### config.mk
export PLATFORM = sky130hd
export DESIGN_NAME = linear_congruence_pow2_solver
export DESIGN_NICKNAME = d
export VERILOG_FILES = /design/src/rtl/lcp2_pkg.sv /design/src/rtl/linear_congruence_pow2_solver.sv /design/src/rtl/lcp2_datapath.sv /design/src/rtl/lcp2_ctrl.sv
export SDC_FILE = /design/constraint.sdc
export NUM_CORES = 1
export LEC_CHECK = 0
export ABC_AREA = 1
export BUFFER_PORTS_ARGS = -buffer_cell sky130_fd_sc_hd__clkbuf_2
export CAP_MARGIN = 40
export CORE_MARGIN = 10
export CORE_UTILIZATION = 31
export CTS_CLUSTER_DIAMETER = 150
export DETAILED_ROUTE_END_ITERATION = 6
export PLACE_DENSITY = 0.53
export SLEW_MARGIN = 20
export SYNTH_ARGS = -nofsm -noshare
export SYNTH_HDL_FRONTEND = slang
export SYNTH_SLANG_ARGS = --single-unit
export TNS_END_PERCENT = 50
### constraint.sdc
create_clock -name clk -period 2.9 [get_ports clk]
set_clock_uncertainty 0.2 [all_clocks]
set_input_delay 0.435 -clock clk [delete_from_list [all_inputs] [get_ports clk]]
set_output_delay 0.435 -clock clk [all_outputs]
set_load 0.05 [all_outputs]
### src/rtl/lcp2_pkg.sv
package lcp2_pkg;

    // Largest modulus exponent handled by the datapath
    localparam int WIDTH   = 64;
    // Bit position index and position counter widths
    localparam int IDX_W   = (WIDTH > 1) ? $clog2(WIDTH) : 1;
    localparam int CNT_W   = $clog2(WIDTH + 1);
    // Fixed port widths
    localparam int FIELD_W = 64;
    localparam int SIZE_W  = 7;

    // Controller states, one-hot
    typedef enum logic [3:0] {
        ST_IDLE   = 4'b0001,
        ST_SKIP   = 4'b0010,
        ST_SOLVE  = 4'b0100,
        ST_FINISH = 4'b1000
    } lcp2_state_t;

    // Commands from controller to datapath
    typedef struct packed {
        logic load;
        logic skip_step;
        logic solve_step;
        logic set_fail;
        logic publish;
    } lcp2_cmd_t;

    // Status from datapath to controller
    typedef struct packed {
        logic pos_lt_n;
        logic a_bit;
        logic b_bit;
    } lcp2_status_t;

endpackage

### src/rtl/linear_congruence_pow2_solver.sv
// Solves multiplier * factor = target_value mod 2^n, one bit position per cycle.
// Trailing zero positions of the multiplier are skipped first, which can end the item
// early; each remaining bit position below n (n = saturated mod_bits) is walked once
// by the single add-and-compare step.
// A new input is taken once the previous item is published to the output register,
// while that result still waits there.
// Reset: rst_n asynchronous, active low; clears the controller and all registers.
module linear_congruence_pow2_solver (
    input  logic                                  clk,
    input  logic                                  rst_n,
    input  logic                                  in_valid,
    output logic                                  in_ready,
    input  logic [lcp2_pkg::FIELD_W-1:0]          multiplier,
    input  logic [lcp2_pkg::FIELD_W-1:0]          target_value,
    input  logic [lcp2_pkg::SIZE_W-1:0]           mod_bits,
    output logic                                  out_valid,
    input  logic                                  out_ready,
    output logic [lcp2_pkg::FIELD_W-1:0]          factor,
    output logic                                  no_solution
);

    lcp2_pkg::lcp2_cmd_t    cmd;
    lcp2_pkg::lcp2_status_t status;

    lcp2_ctrl u_ctrl (
        .clk       (clk),
        .rst_n     (rst_n),
        .in_valid  (in_valid),
        .in_ready  (in_ready),
        .out_valid (out_valid),
        .out_ready (out_ready),
        .status    (status),
        .cmd       (cmd)
    );

    lcp2_datapath u_datapath (
        .clk            (clk),
        .rst_n          (rst_n),
        .cmd            (cmd),
        .status         (status),
        .multiplier     (multiplier),
        .target_value   (target_value),
        .mod_bits       (mod_bits),
        .factor         (factor),
        .no_solution    (no_solution)
    );

endmodule

### src/rtl/lcp2_datapath.sv
module lcp2_datapath (
    input  logic                      clk,
    input  logic                      rst_n,
    input  lcp2_pkg::lcp2_cmd_t       cmd,
    output lcp2_pkg::lcp2_status_t    status,
    input  logic [lcp2_pkg::FIELD_W-1:0] multiplier,
    input  logic [lcp2_pkg::FIELD_W-1:0] target_value,
    input  logic [lcp2_pkg::SIZE_W-1:0]  mod_bits,
    output logic [lcp2_pkg::FIELD_W-1:0] factor,
    output logic                      no_solution
);

    logic [lcp2_pkg::WIDTH-1:0] a_reg,      a_next;
    logic [lcp2_pkg::WIDTH-1:0] b_reg,      b_next;
    logic [lcp2_pkg::WIDTH-1:0] a_sh_reg,   a_sh_next;
    logic [lcp2_pkg::WIDTH-1:0] onehot_reg, onehot_next;
    logic [lcp2_pkg::WIDTH-1:0] sum_reg,    sum_next;
    logic [lcp2_pkg::WIDTH-1:0] x_reg,      x_next;
    logic [lcp2_pkg::CNT_W-1:0] pos_reg,    pos_next;
    logic [lcp2_pkg::CNT_W-1:0] n_reg,      n_next;
    logic                       fail_reg,   fail_next;
    logic [lcp2_pkg::WIDTH-1:0] factor_reg, factor_next;
    logic                       nosol_reg,  nosol_next;
    logic [lcp2_pkg::IDX_W-1:0] pos_idx;
    logic                       sum_bit;
    logic [lcp2_pkg::CNT_W-1:0] n_sat;

    // Bit selection at the current position
    assign pos_idx         = pos_reg[lcp2_pkg::IDX_W-1:0];
    assign sum_bit         = sum_reg[pos_idx];
    assign status.pos_lt_n = (pos_reg < n_reg);
    assign status.a_bit    = a_reg[pos_idx];
    assign status.b_bit    = b_reg[pos_idx];

    // Saturate the modulus exponent to the datapath width
    assign n_sat = (mod_bits > lcp2_pkg::SIZE_W'(lcp2_pkg::WIDTH))
                   ? lcp2_pkg::CNT_W'(lcp2_pkg::WIDTH)
                   : mod_bits[lcp2_pkg::CNT_W-1:0];

    // Next-state logic for the working registers
    always_comb
    begin
        a_next      = a_reg;
        b_next      = b_reg;
        a_sh_next   = a_sh_reg;
        onehot_next = onehot_reg;
        sum_next    = sum_reg;
        x_next      = x_reg;
        pos_next    = pos_reg;
        n_next      = n_reg;
        fail_next   = fail_reg;
        factor_next = factor_reg;
        nosol_next  = nosol_reg;
        if (cmd.load)
        begin
            a_next      = multiplier[lcp2_pkg::WIDTH-1:0];
            b_next      = target_value[lcp2_pkg::WIDTH-1:0];
            a_sh_next   = multiplier[lcp2_pkg::WIDTH-1:0];
            onehot_next = lcp2_pkg::WIDTH'(1);
            sum_next    = '0;
            x_next      = '0;
            pos_next    = '0;
            n_next      = n_sat;
            fail_next   = 1'b0;
        end
        // Advance past a trailing zero of the multiplier
        if (cmd.skip_step)
        begin
            pos_next = pos_reg + lcp2_pkg::CNT_W'(1);
        end
        // Resolve one factor bit and fold the shifted multiplier into the sum
        if (cmd.solve_step)
        begin
            if (status.b_bit != sum_bit)
            begin
                x_next   = x_reg | onehot_reg;
                sum_next = sum_reg + a_sh_reg;
            end
            pos_next    = pos_reg + lcp2_pkg::CNT_W'(1);
            a_sh_next   = a_sh_reg << 1;
            onehot_next = onehot_reg << 1;
        end
        if (cmd.set_fail)
        begin
            fail_next = 1'b1;
        end
        // Move the finished result into the output register
        if (cmd.publish)
        begin
            factor_next = fail_reg ? '0 : x_reg;
            nosol_next  = fail_reg;
        end
    end

    always_ff @(posedge clk or negedge rst_n)
    begin
        if (!rst_n)
        begin
            a_reg      <= '0;
            b_reg      <= '0;
            a_sh_reg   <= '0;
            onehot_reg <= '0;
            sum_reg    <= '0;
            x_reg      <= '0;
            pos_reg    <= '0;
            n_reg      <= '0;
            fail_reg   <= 1'b0;
            factor_reg <= '0;
            nosol_reg  <= 1'b0;
        end
        else
        begin
            a_reg      <= a_next;
            b_reg      <= b_next;
            a_sh_reg   <= a_sh_next;
            onehot_reg <= onehot_next;
            sum_reg    <= sum_next;
            x_reg      <= x_next;
            pos_reg    <= pos_next;
            n_reg      <= n_next;
            fail_reg   <= fail_next;
            factor_reg <= factor_next;
            nosol_reg  <= nosol_next;
        end
    end

    assign factor      = lcp2_pkg::FIELD_W'(factor_reg);
    assign no_solution = nosol_reg;

`ifndef ASSERT_OFF
    // Running sum agrees with the target on every position already walked
    a_sum_matches: assert property (@(posedge clk) disable iff (!rst_n)
        !fail_reg |-> (((sum_reg ^ b_reg)
            & ((lcp2_pkg::WIDTH'(1) << pos_reg) - lcp2_pkg::WIDTH'(1))) == '0))
        else $error("running sum disagrees with target below position");

    // Each step moves the position by exactly one
    a_pos_step: assert property (@(posedge clk) disable iff (!rst_n)
        (cmd.solve_step || cmd.skip_step) && !cmd.load
            |=> pos_reg == $past(pos_reg) + lcp2_pkg::CNT_W'(1))
        else $error("position did not advance by one");

    // A failed item publishes a zero factor with the flag set
    a_fail_result: assert property (@(posedge clk) disable iff (!rst_n)
        cmd.publish && fail_reg |=> factor_reg == '0 && nosol_reg)
        else $error("failed item published a nonzero factor");
`endif

endmodule

### src/rtl/lcp2_ctrl.sv
module lcp2_ctrl (
    input  logic                   clk,
    input  logic                   rst_n,
    input  logic                   in_valid,
    output logic                   in_ready,
    output logic                   out_valid,
    input  logic                   out_ready,
    input  lcp2_pkg::lcp2_status_t status,
    output lcp2_pkg::lcp2_cmd_t    cmd
);

    lcp2_pkg::lcp2_state_t state_reg, state_next;
    logic                  out_valid_reg, out_valid_next;
    logic                  slot_free;

    // Output register can take a result when empty or being drained
    assign slot_free = !out_valid_reg || out_ready;
    assign in_ready  = (state_reg == lcp2_pkg::ST_IDLE);
    assign out_valid = out_valid_reg;

    always_comb
    begin
        state_next     = state_reg;
        cmd            = '0;
        out_valid_next = out_valid_reg;
        if (out_valid_reg && out_ready)
        begin
            out_valid_next = 1'b0;
        end
        unique case (state_reg)
            lcp2_pkg::ST_IDLE:
            begin
                if (in_valid)
                begin
                    cmd.load   = 1'b1;
                    state_next = lcp2_pkg::ST_SKIP;
                end
            end
            // Walk the trailing zeros of the multiplier
            lcp2_pkg::ST_SKIP:
            begin
                if (!status.pos_lt_n)
                begin
                    state_next = lcp2_pkg::ST_FINISH;
                end
                else if (status.a_bit)
                begin
                    state_next = lcp2_pkg::ST_SOLVE;
                end
                else if (status.b_bit)
                begin
                    cmd.set_fail = 1'b1;
                    state_next   = lcp2_pkg::ST_FINISH;
                end
                else
                begin
                    cmd.skip_step = 1'b1;
                end
            end
            // One factor bit per cycle up to the modulus exponent
            lcp2_pkg::ST_SOLVE:
            begin
                if (!status.pos_lt_n)
                begin
                    state_next = lcp2_pkg::ST_FINISH;
                end
                else
                begin
                    cmd.solve_step = 1'b1;
                end
            end
            // Hand the result to the output register once it has room
            lcp2_pkg::ST_FINISH:
            begin
                if (slot_free)
                begin
                    cmd.publish    = 1'b1;
                    out_valid_next = 1'b1;
                    state_next     = lcp2_pkg::ST_IDLE;
                end
            end
            default:
            begin
                state_next = lcp2_pkg::ST_IDLE;
            end
        endcase
    end

    always_ff @(posedge clk or negedge rst_n)
    begin
        if (!rst_n)
        begin
            state_reg     <= lcp2_pkg::ST_IDLE;
            out_valid_reg <= 1'b0;
        end
        else
        begin
            state_reg     <= state_next;
            out_valid_reg <= out_valid_next;
        end
    end

`ifndef ASSERT_OFF
    // A publish always fills the output register
    a_publish_valid: assert property (@(posedge clk) disable iff (!rst_n)
        cmd.publish |=> out_valid_reg)
        else $error("published result not presented");

    // Accepting a transaction closes the input until the item finishes
    a_accept_busy: assert property (@(posedge clk) disable iff (!rst_n)
        in_valid && in_ready |=> !in_ready)
        else $error("input reopened right after accept");

    // Never publish over a result that is still waiting
    a_no_overwrite: assert property (@(posedge clk) disable iff (!rst_n)
        cmd.publish |-> slot_free)
        else $error("result overwritten before it was taken");
`endif

endmodule

==> results.md, run 1 <==
- The run finished with clean final reports.
- The via count is 23940.
- Of all nets on the critical path, the largest fanout is 4.
- The minimum clock period is 2840 ps.
- The number of global-route vias before repair is 23786.
- For this configuration, the core starts out at a cell density of 31.3%.
- The number of iterations in the first detailed-routing pass is 6.
- The flop and latch count out of synthesis is 469.
- The terminus of the critical flop-to-flop path is u_datapath.sum_reg[34].
- The average footprint of a synthesized cell is 7.65 um2.
- The terminating pin of the worst hold path is u_datapath.a_reg[43].
- The count of flip-flops with a built-in enable after synthesis is 0.
- The cell at the root of the clock tree is clkbuf_16.
- At the end of routability-driven placement, the weighted congestion stood at 0.926.
- In this run the static leakage power is 17.0 nW.
- The number of pins with negative max-slew slack in the final report is 0.
- Cell internal power was estimated by the tool at 18.0 mW.
- The DRC violation total after the first TritonRoute iteration is 1841.
- The worst setup path is launched from a flop.
- Setup violations remaining at the end of the flow were counted as 0.
- The normalized max-slew margin is 56.8%.
- Yosys mapped the design onto 51 distinct sky130hd cell types.
- The total of max-cap violations is 0.
- Yosys printed 0 warnings.
- The die covers 0.0963 mm2.
- The count of cell instances traversed by the critical path is 13.
- The die width is 310 um.
- The sum of overflow across all layers after global routing is 0.
- In this run the worst hold path is classified as in2reg.
- The detail route stage leaves a number of antenna-violating nets equal to 0.
- The overall routing resource usage is 18.3%.
- The net switching share of the total power is 44.3%.
- The sum of routed wire length over all layers is 89.5 mm.
- In the final layout, flip-flops and latches occupy 0.0117 mm2.
- The region available for standard cell placement spans 0.0836 mm2.
- The longest clock path from root to sink contains 3 buffers.
- The number of cell rows is 106.
- The average wire length per cell after detail routing is 18.2 um.
- The async set-reset flop share out of synthesis is 100%.
- The number of buffers created by CTS is 53.
- The count of fill cells added during filler insertion is 8632.
- The analysis attributes to net switching a power of 14.3 mW.
- Tracing the worst setup path back leads to its startpoint at u_datapath.a_sh_reg[0].
- Timing would allow up to 352 MHz.
- The number of diodes added for antenna fixing is 0.
- The number of nets in the synthesized netlist is 3627.
- TritonCTS built the clock tree.
- The reg2reg setup slack is 60 ps.
- At the pin with the least slew margin, the transition time is 649 ps.
- The final number of hold-violating endpoints is 0.
- For this run, the slowest stage of the critical path takes 480 ps.
- The worst hold path startpoint is multiplier[43].
- Compared with the post-synthesis result, the final layout area differs by 24.5%.
- Entering global routing, the biggest net connects 118 pins.
- The overall power consumption is 32.2 mW.
- Once detailed placement completed, the half-perimeter wirelength came to 64.2 mm.
- The most frequent cell on the critical path is nand2_1.
- Walking the worst path, the cells encountered are ha_1, fa_1, buf_4, nand3_1, nand3_1, nand2_1, nand2_1, nand2_1, nand2_1, a21oi_1, xnor2_1, nand2_1, nand2_1.
- In this run, the combinational gates consume 45.5% of the power.
- The first-pass GRT wire length is 140 mm.
- Setup repair after global routing could not meet its margin everywhere.
- Of the cells placed in the final design, the portion with a size suffix greater than 1 is 13.9%.
- The most used flip-flop cell after synthesis is dfrtp_1.
- Dividing the detail-routed via count by the number of cells gives 4.86.
- CTS saw 469 sinks.
- The number of buffers and inverters on the critical path is 1.
- In the final timing run, aggregate negative setup slack is 0 ps.
- Among cell families on the critical path, the largest total delay comes from simple AND/OR/NAND/NOR gates.
- The pre-CTS worst setup slack is -87.4 ps.
- The cell count after synthesis came out at 3417.
- Dividing total power by cell area gives a power density of 991 mW/mm2.
- The instance count along the most critical hold path is 3.
- The number of top-level design ports is 206.
- STA classifies the critical path endpoint as a flop.
- The clock network accounts for 21.6% of the total power.
- The latest clock arrival within the worst-skew pair is 620 ps.
- STA puts the critical path data required time at 3260 ps.
- Sequential cells were found to cover 44.9% of the synthesized design area.
- For the worst flop-to-flop path, the logic depth is 13.
- The critical path in this run is classified as reg2reg.
- In this run the number of H-tree levels came out at 2.
- The sequential group share of total power is 33.0%.
- The synthesized netlist occupies a cell area of 0.0261 mm2.
- The initial antenna violation count is 0.
- In the routed design, unresolved DRC markers number 0.
- In this run the tool buffered the top-level ports with 205 buffer cells.
- The smallest hold slack is 88.3 ps.
- In the final design database the tool counted 4015 nets.
- The multi-input combinational cell area is 0.0123 mm2.
- After layout, the worst setup slack is 58.1 ps.
- The cell with the largest stage delay on the worst path is fa_1.
- In this run the vertical extent of the chip is 310 um.
- The CTS clock-pin slew for the worst setup and hold paths is 60 ps.
- For the worst setup path, the data arrival time is 3200 ps.
- Across the VDD grid, the largest voltage drop is 656 uV.
- The startpoint of the most critical register-to-register path is u_datapath.a_sh_reg[0].
- Dividing the final minimum period by the clock period gives 98.0%.
## routing by layer
| metal | up-vias | part of all wire (%) | track usage, % |
|---|---|---|---|
| li1 | 11783 | - | - |
| met1 | 11407 | 47 | 25.8 |
| met2 | 617 | 44 | 28.8 |
| met3 | 133 | 6.2 | 2.68 |
| met4 | 0 | 2.6 | 5.19 |
| met5 | - | 0 | 0 |
## layout make-up
cell class,count,area share [%]
clock buffer,73,4.65
clock inverter,24,0.908
inverter,363,4.29
multi-input combinational,2428,37.8
sequential,469,36.1
tap,1080,4.15
timing repair buffer,490,12.1
## cells in the mapped netlist (3+ instances only)
library cell | instances | area [um2]
a21oi_4 | 45 | 732
nand2_1 | 1208 | 4530
xnor2_1 | 12 | 105
inv_1 | 355 | 1330
dfrtp_1 | 468 | 11700
nor2_1 | 225 | 845
ha_1 | 70 | 876
clkbuf_1 | 72 | 270
buf_6 | 10 | 113
a21boi_0 | 3 | 22.5
inv_2 | 7 | 26.3
buf_4 | 3 | 22.5
buf_1 | 7 | 26.3
o21ai_0 | 172 | 861
a22o_1 | 64 | 561
nand4_1 | 28 | 175
buf_12 | 5 | 100
o21ai_1 | 24 | 120
o21bai_1 | 19 | 143
nor4_1 | 3 | 18.8
xor2_1 | 35 | 307
o22ai_1 | 63 | 394
a21o_1 | 6 | 45.0
nand3b_1 | 10 | 75.1
nand3_1 | 198 | 991
a21oi_1 | 116 | 581
buf_2 | 58 | 290
nand2_4 | 3 | 33.8
o211ai_1 | 14 | 105
a21oi_2 | 5 | 43.8
nor3_1 | 82 | 410
## power by group through the flow
stage               Clock (mW)  Sequential (mW)  Combinational [mW]
floorplan                    0             11.0                9.17
global placement             0             10.7                14.1
detailed placement           0             10.7                14.2
CTS                       7.15             10.6                14.4
global route              7.41             10.9                16.3
finish                    6.96             10.6                14.7
## tightest hold or removal path, cell delays in order
cell	delay, ps
clkbuf_2	220
nand2_1	120
o21ai_0	90
## how the worst max path moves through the flow
stage / to
2_1_floorplan: u_datapath.a_sh_reg[0]
3_3_place_gp: u_datapath.sum_reg[59]
3_5_place_dp: u_datapath.sum_reg[36]
4_1_cts: u_datapath.sum_reg[59]
5_1_grt: u_datapath.sum_reg[43]
6_report: u_datapath.sum_reg[34]
## logic make-up (layout without fill, tap and decap cells)
family                     Yosys count  count (layout)  share of synthesized area [%]
AOI/OAI and AO/OA                  536             536                           13.9
xor gates and xnor gates            47              47                           1.57
adders and majority gates           71              71                           3.43
DFF                                469             469                           44.9
buffers and inverters              520             950                           8.44
and+or+nand+nor                   1774            1774                           27.7
## metrics by stage
stage	utilization (%)	instance area (um2)	cells
2_1_floorplan	-	26200	3417
3_3_place_gp	34.8	29100	4680
3_5_place_dp	34.8	29100	4680
4_1_cts	38.7	32300	4919
5_1_grt	38.9	32500	4927
6_report	38.9	32500	4927
## timing repair
action / in CTS / in global routing
hold buffers: 142 / 0
cloned: 0 / 3
hold endpoints to repair: 210 / 0
buffers inserted: 0 / 6
endpoints found under the setup margin: 47 / 119
gates resized for setup: 3 / 29
pin swaps: 0 / 4
## cells in the final DEF (no fill, tap or decap), types with 27 or more instances in the layout
cell and count:
inv_1 351, buf_4 109, nor2_1 220, a22o_1 64, buf_12 27, dlygate4sd3_1 142
clkbuf_2 204, o21ai_0 171, o22ai_1 63, nand4_1 28, dfrtp_1 466, ha_1 70
a21oi_4 45, nor3_1 82, nand2_1 1198, xor2_1 35, a21oi_1 113, nand3_1 195
clkbuf_16 56
(Power assumes the default switching activity.)
==> run 2, diff against run 1 <==
==> constraint.sdc (replaced) <==
create_clock -name clk -period 2.9 [get_ports clk]
set_clock_uncertainty 0.2 [all_clocks]
set_input_delay 0.435 -clock clk [delete_from_list [all_inputs] [get_ports clk]]
set_output_delay 0.435 -clock clk [all_outputs]
set_load 0.01 [all_outputs]
==> run 2 against run 1 <==
  * Sequential share of layout area about the same
  * Combinational power shrank 5%
  * Maximum frequency is 1.3% higher
==> results.md, run 2 (synthesized netlist as in run 1, its figures left out) <==
- The flow ran to the end, and the final reports show no timing, DRC or antenna violations.
- In this run the worst setup path begins at u_datapath.pos_reg[0].
- The number of pins with negative max-slew slack in the final report is 0 (unchanged).
- The overall die height came to 310 um (unchanged).
- The placer's final routability congestion estimate is 0.949 (+2.4%).
- The min-delay analysis places its worst path in the category in2async.
- The DRC violation total after the first TritonRoute iteration came to 2055 (+12%).
- The most frequent cell on the critical path is nand2_1.
- The type of the worst setup path is reg2reg.
- The arrival time of the worst setup path is 3100 ps (-100 ps).
- The count of cells along the worst register-to-register path is 19 (+6).
- The peak ir drop on the vdd network was 558 uV (-15%).
- The CTS H-tree depth is 2 (unchanged).
- The synthesis-to-finish area growth is 24.6% (about the same).
- The minimum clock period is 2810 ps (-36.1 ps).
- The sum of routed wire length over all layers is 89.7 mm (+0.13%).
- The highest achievable clock rate is 356 MHz (+1.3%).
- The placed cell count came to 4684 (+0.085%).
- The number of nets still failing antenna checks after routing is 0 (unchanged).
- The final number of hold-violating endpoints is 0 (unchanged).
- In the layout the commonest cells are nand2_1 (1200), dfrtp_1 (466), inv_1 (352).
- The smallest hold slack is 175 ps (+87.0 ps).
- The proportion of layout cells with a drive suffix above 1 is 14.0% (+0.082 points).
- The sink count of the clock tree is 469 (unchanged).
- The first-pass GRT wire length is 139 mm (-0.38%).
- The number of global-route vias before repair is 23502 (-1.2%).
- The reg2reg setup slack is 90 ps (+40 ps).
- The average wire length per cell after detail routing is 18.2 um (about the same).
- The largest net degree at the start of global routing is 107 (-9.3%).
- The sum of overflow across all layers after global routing is 0 (unchanged).
- The required time of the critical path is 3200 ps (-60 ps).
- The area of the core region came to 0.0836 mm2 (unchanged).
- The multi-input combinational cell area is 0.0123 mm2 (about the same).
- The share of the clock period used by the worst path is 96.8% (-1.2 points).
- The signal on the critical path passes through buf_12, buf_12, nand2_1, nand3_1, nand2_1, nand2_1, nand2_1, nor2_1, nand2_1, nand3_1, nand2_2, inv_2, nand2_4, nand2_8, nand2_8, clkinv_8, buf_12, nand2_1, nand2_1.
- The overall power consumption came to 31.3 mW (-2.9%).
- The clock tree buffer depth was 3 (unchanged).
- The cell at the root of the clock tree is clkbuf_16.
- The number of top-level design ports is 206 (unchanged).
- The stage delay of the slowest cell on the critical path came to 530 ps (+50 ps).
- The total of max-cap violations came to 0 (unchanged).
- The normalized max-slew margin is 58.7% (+1.9 points).
- The endpoint class of the critical path is a flop.
- The per-cell via count in the routed design is 4.85 (-0.13%).
- The latest clock arrival within the worst-skew pair is 640 ps (+20 ps).
- Leaving out fill and tap cells, the most frequent cell in the layout is nand2_1.
- The half-perimeter wire length of the detailed placement result is 65.6 mm (+2.2%).
- The CTS clock-pin slew for the worst setup and hold paths came to 60 ps (about the same).
- The number of nets in the final layout is 4015 (unchanged).
- The cell with the largest stage delay on the worst path is dfrtp_4.
- The die width was 310 um (unchanged).
- The number of buffer cells added on primary ports is 205 (unchanged).
- The worst-margin pin slew came to 619 ps (-29.1 ps).
- The initial antenna violation count is 6 (+6).
- The initial standard-cell utilization of the core is 31.3% (unchanged).
- The area of the die was 0.0963 mm2 (unchanged).
- The number of iterations in the first detailed-routing pass came to 5 (-1).
- The terminus of the critical flop-to-flop path is u_datapath.sum_reg[22].
- The via count is 23923 (-0.071%).
- The number of cell rows is 106 (unchanged).
- The number of buffers created by CTS was 53 (unchanged).
- The number of setup violations in the final report came to 0 (unchanged).
- Setup repair after global routing could not meet its margin everywhere.
- The final non-filler cell total is 4930 (+0.061%).
- The startpoint of the most critical register-to-register path is u_datapath.pos_reg[0].
- TritonCTS built the clock tree.
- The count of unresolved DRC violations after routing is 0 (unchanged).
- The power per standard cell area is 961 mW/mm2 (-3.0%).
- The area taken by flip-flops and latches is 0.0117 mm2 (unchanged).
- STA classifies the critical path startpoint as a flop.
- The overall routing resource usage is 18.3% (-0.029 points).
- The leakage power total is 17.1 nW (+0.22%).
- The count of fill cells added during filler insertion is 8644 (+0.14%).
- The maximum fanout along the worst path is 24 (+20).
[run 2: metrics by stage]
stage | TNS (ps) | worst slack [ps] | util [%] | cell area, um2
final | 0 | 94.1 | 39.0 | 32600
after global placement | -6.97 | -6.97 | 34.9 | 29200
after floorplan | 0 | 417 | - | 26100
after global routing | -227 | -45.3 | 39.0 | 32600
after detailed placement | 0 | 5.88 | 34.9 | 29200
after CTS | 0 | 34.4 | 38.7 | 32300
[run 2: cell type report]
| type | instances | share of cell area [%] |
|---|---|---|
| clock inverters | 25 | 0.815 |
| inverters | 363 | 4.30 |
| clock buffers | 71 | 4.56 |
| diodes | 4 | 0.0307 |
| well taps | 1080 | 4.15 |
| repair buffers | 489 | 12.3 |
| flip-flops and latches | 469 | 36.1 |
| multi-input cells | 2429 | 37.7 |
[run 2: routing by layer]
layer	track usage, %	up-vias	wire, um
met5	0	-	0
met4	5.46	0	2550
met3	2.44	147	4740
met2	28.4	588	39500
met1	26.1	11385	42800
li1	-	11803	-
[run 2: what timing repair did]
action | in CTS | in global routing
hold buffers | 138 | 0
pin swaps | 0 | 2
setup endpoints to repair | 1 | 177
endpoints found under the hold margin | 228 | 0
gates resized for setup | 1 | 32
setup buffers | 0 | 3
gates cloned | 0 | 5
[run 2: worst max path at each step]
stage	cells past startpoint	slack [ps]	endpoint
global route	13	-50	u_datapath.a_sh_reg[0]
global placement	14	-7	u_datapath.pos_reg[0]
detailed placement	14	6	u_datapath.pos_reg[0]
finish	19	90	u_datapath.sum_reg[22]
floorplan	8	420	u_datapath.a_sh_reg[0]
CTS	9	30	u_datapath.n_reg[4]
[run 2: critical path: cells and delay by family (launching register included)]
kind / cells / cell delay (ps)
simple gates: 14 / 1250
buf+inv: 5 / 680
flops: 1 / 530
[run 2: power by group]
| part | leakage [nW] | total [mW] | switching, mW | internal, mW |
|---|---|---|---|---|
| Combinational | 10.0 | 13.9 | 8.78 | 5.09 |
| Clock | 0.871 | 6.82 | 2.93 | 3.88 |
| Sequential | 6.20 | 10.6 | 1.71 | 8.89 |
| Total | 17.1 | 31.3 | 13.4 | 17.9 |
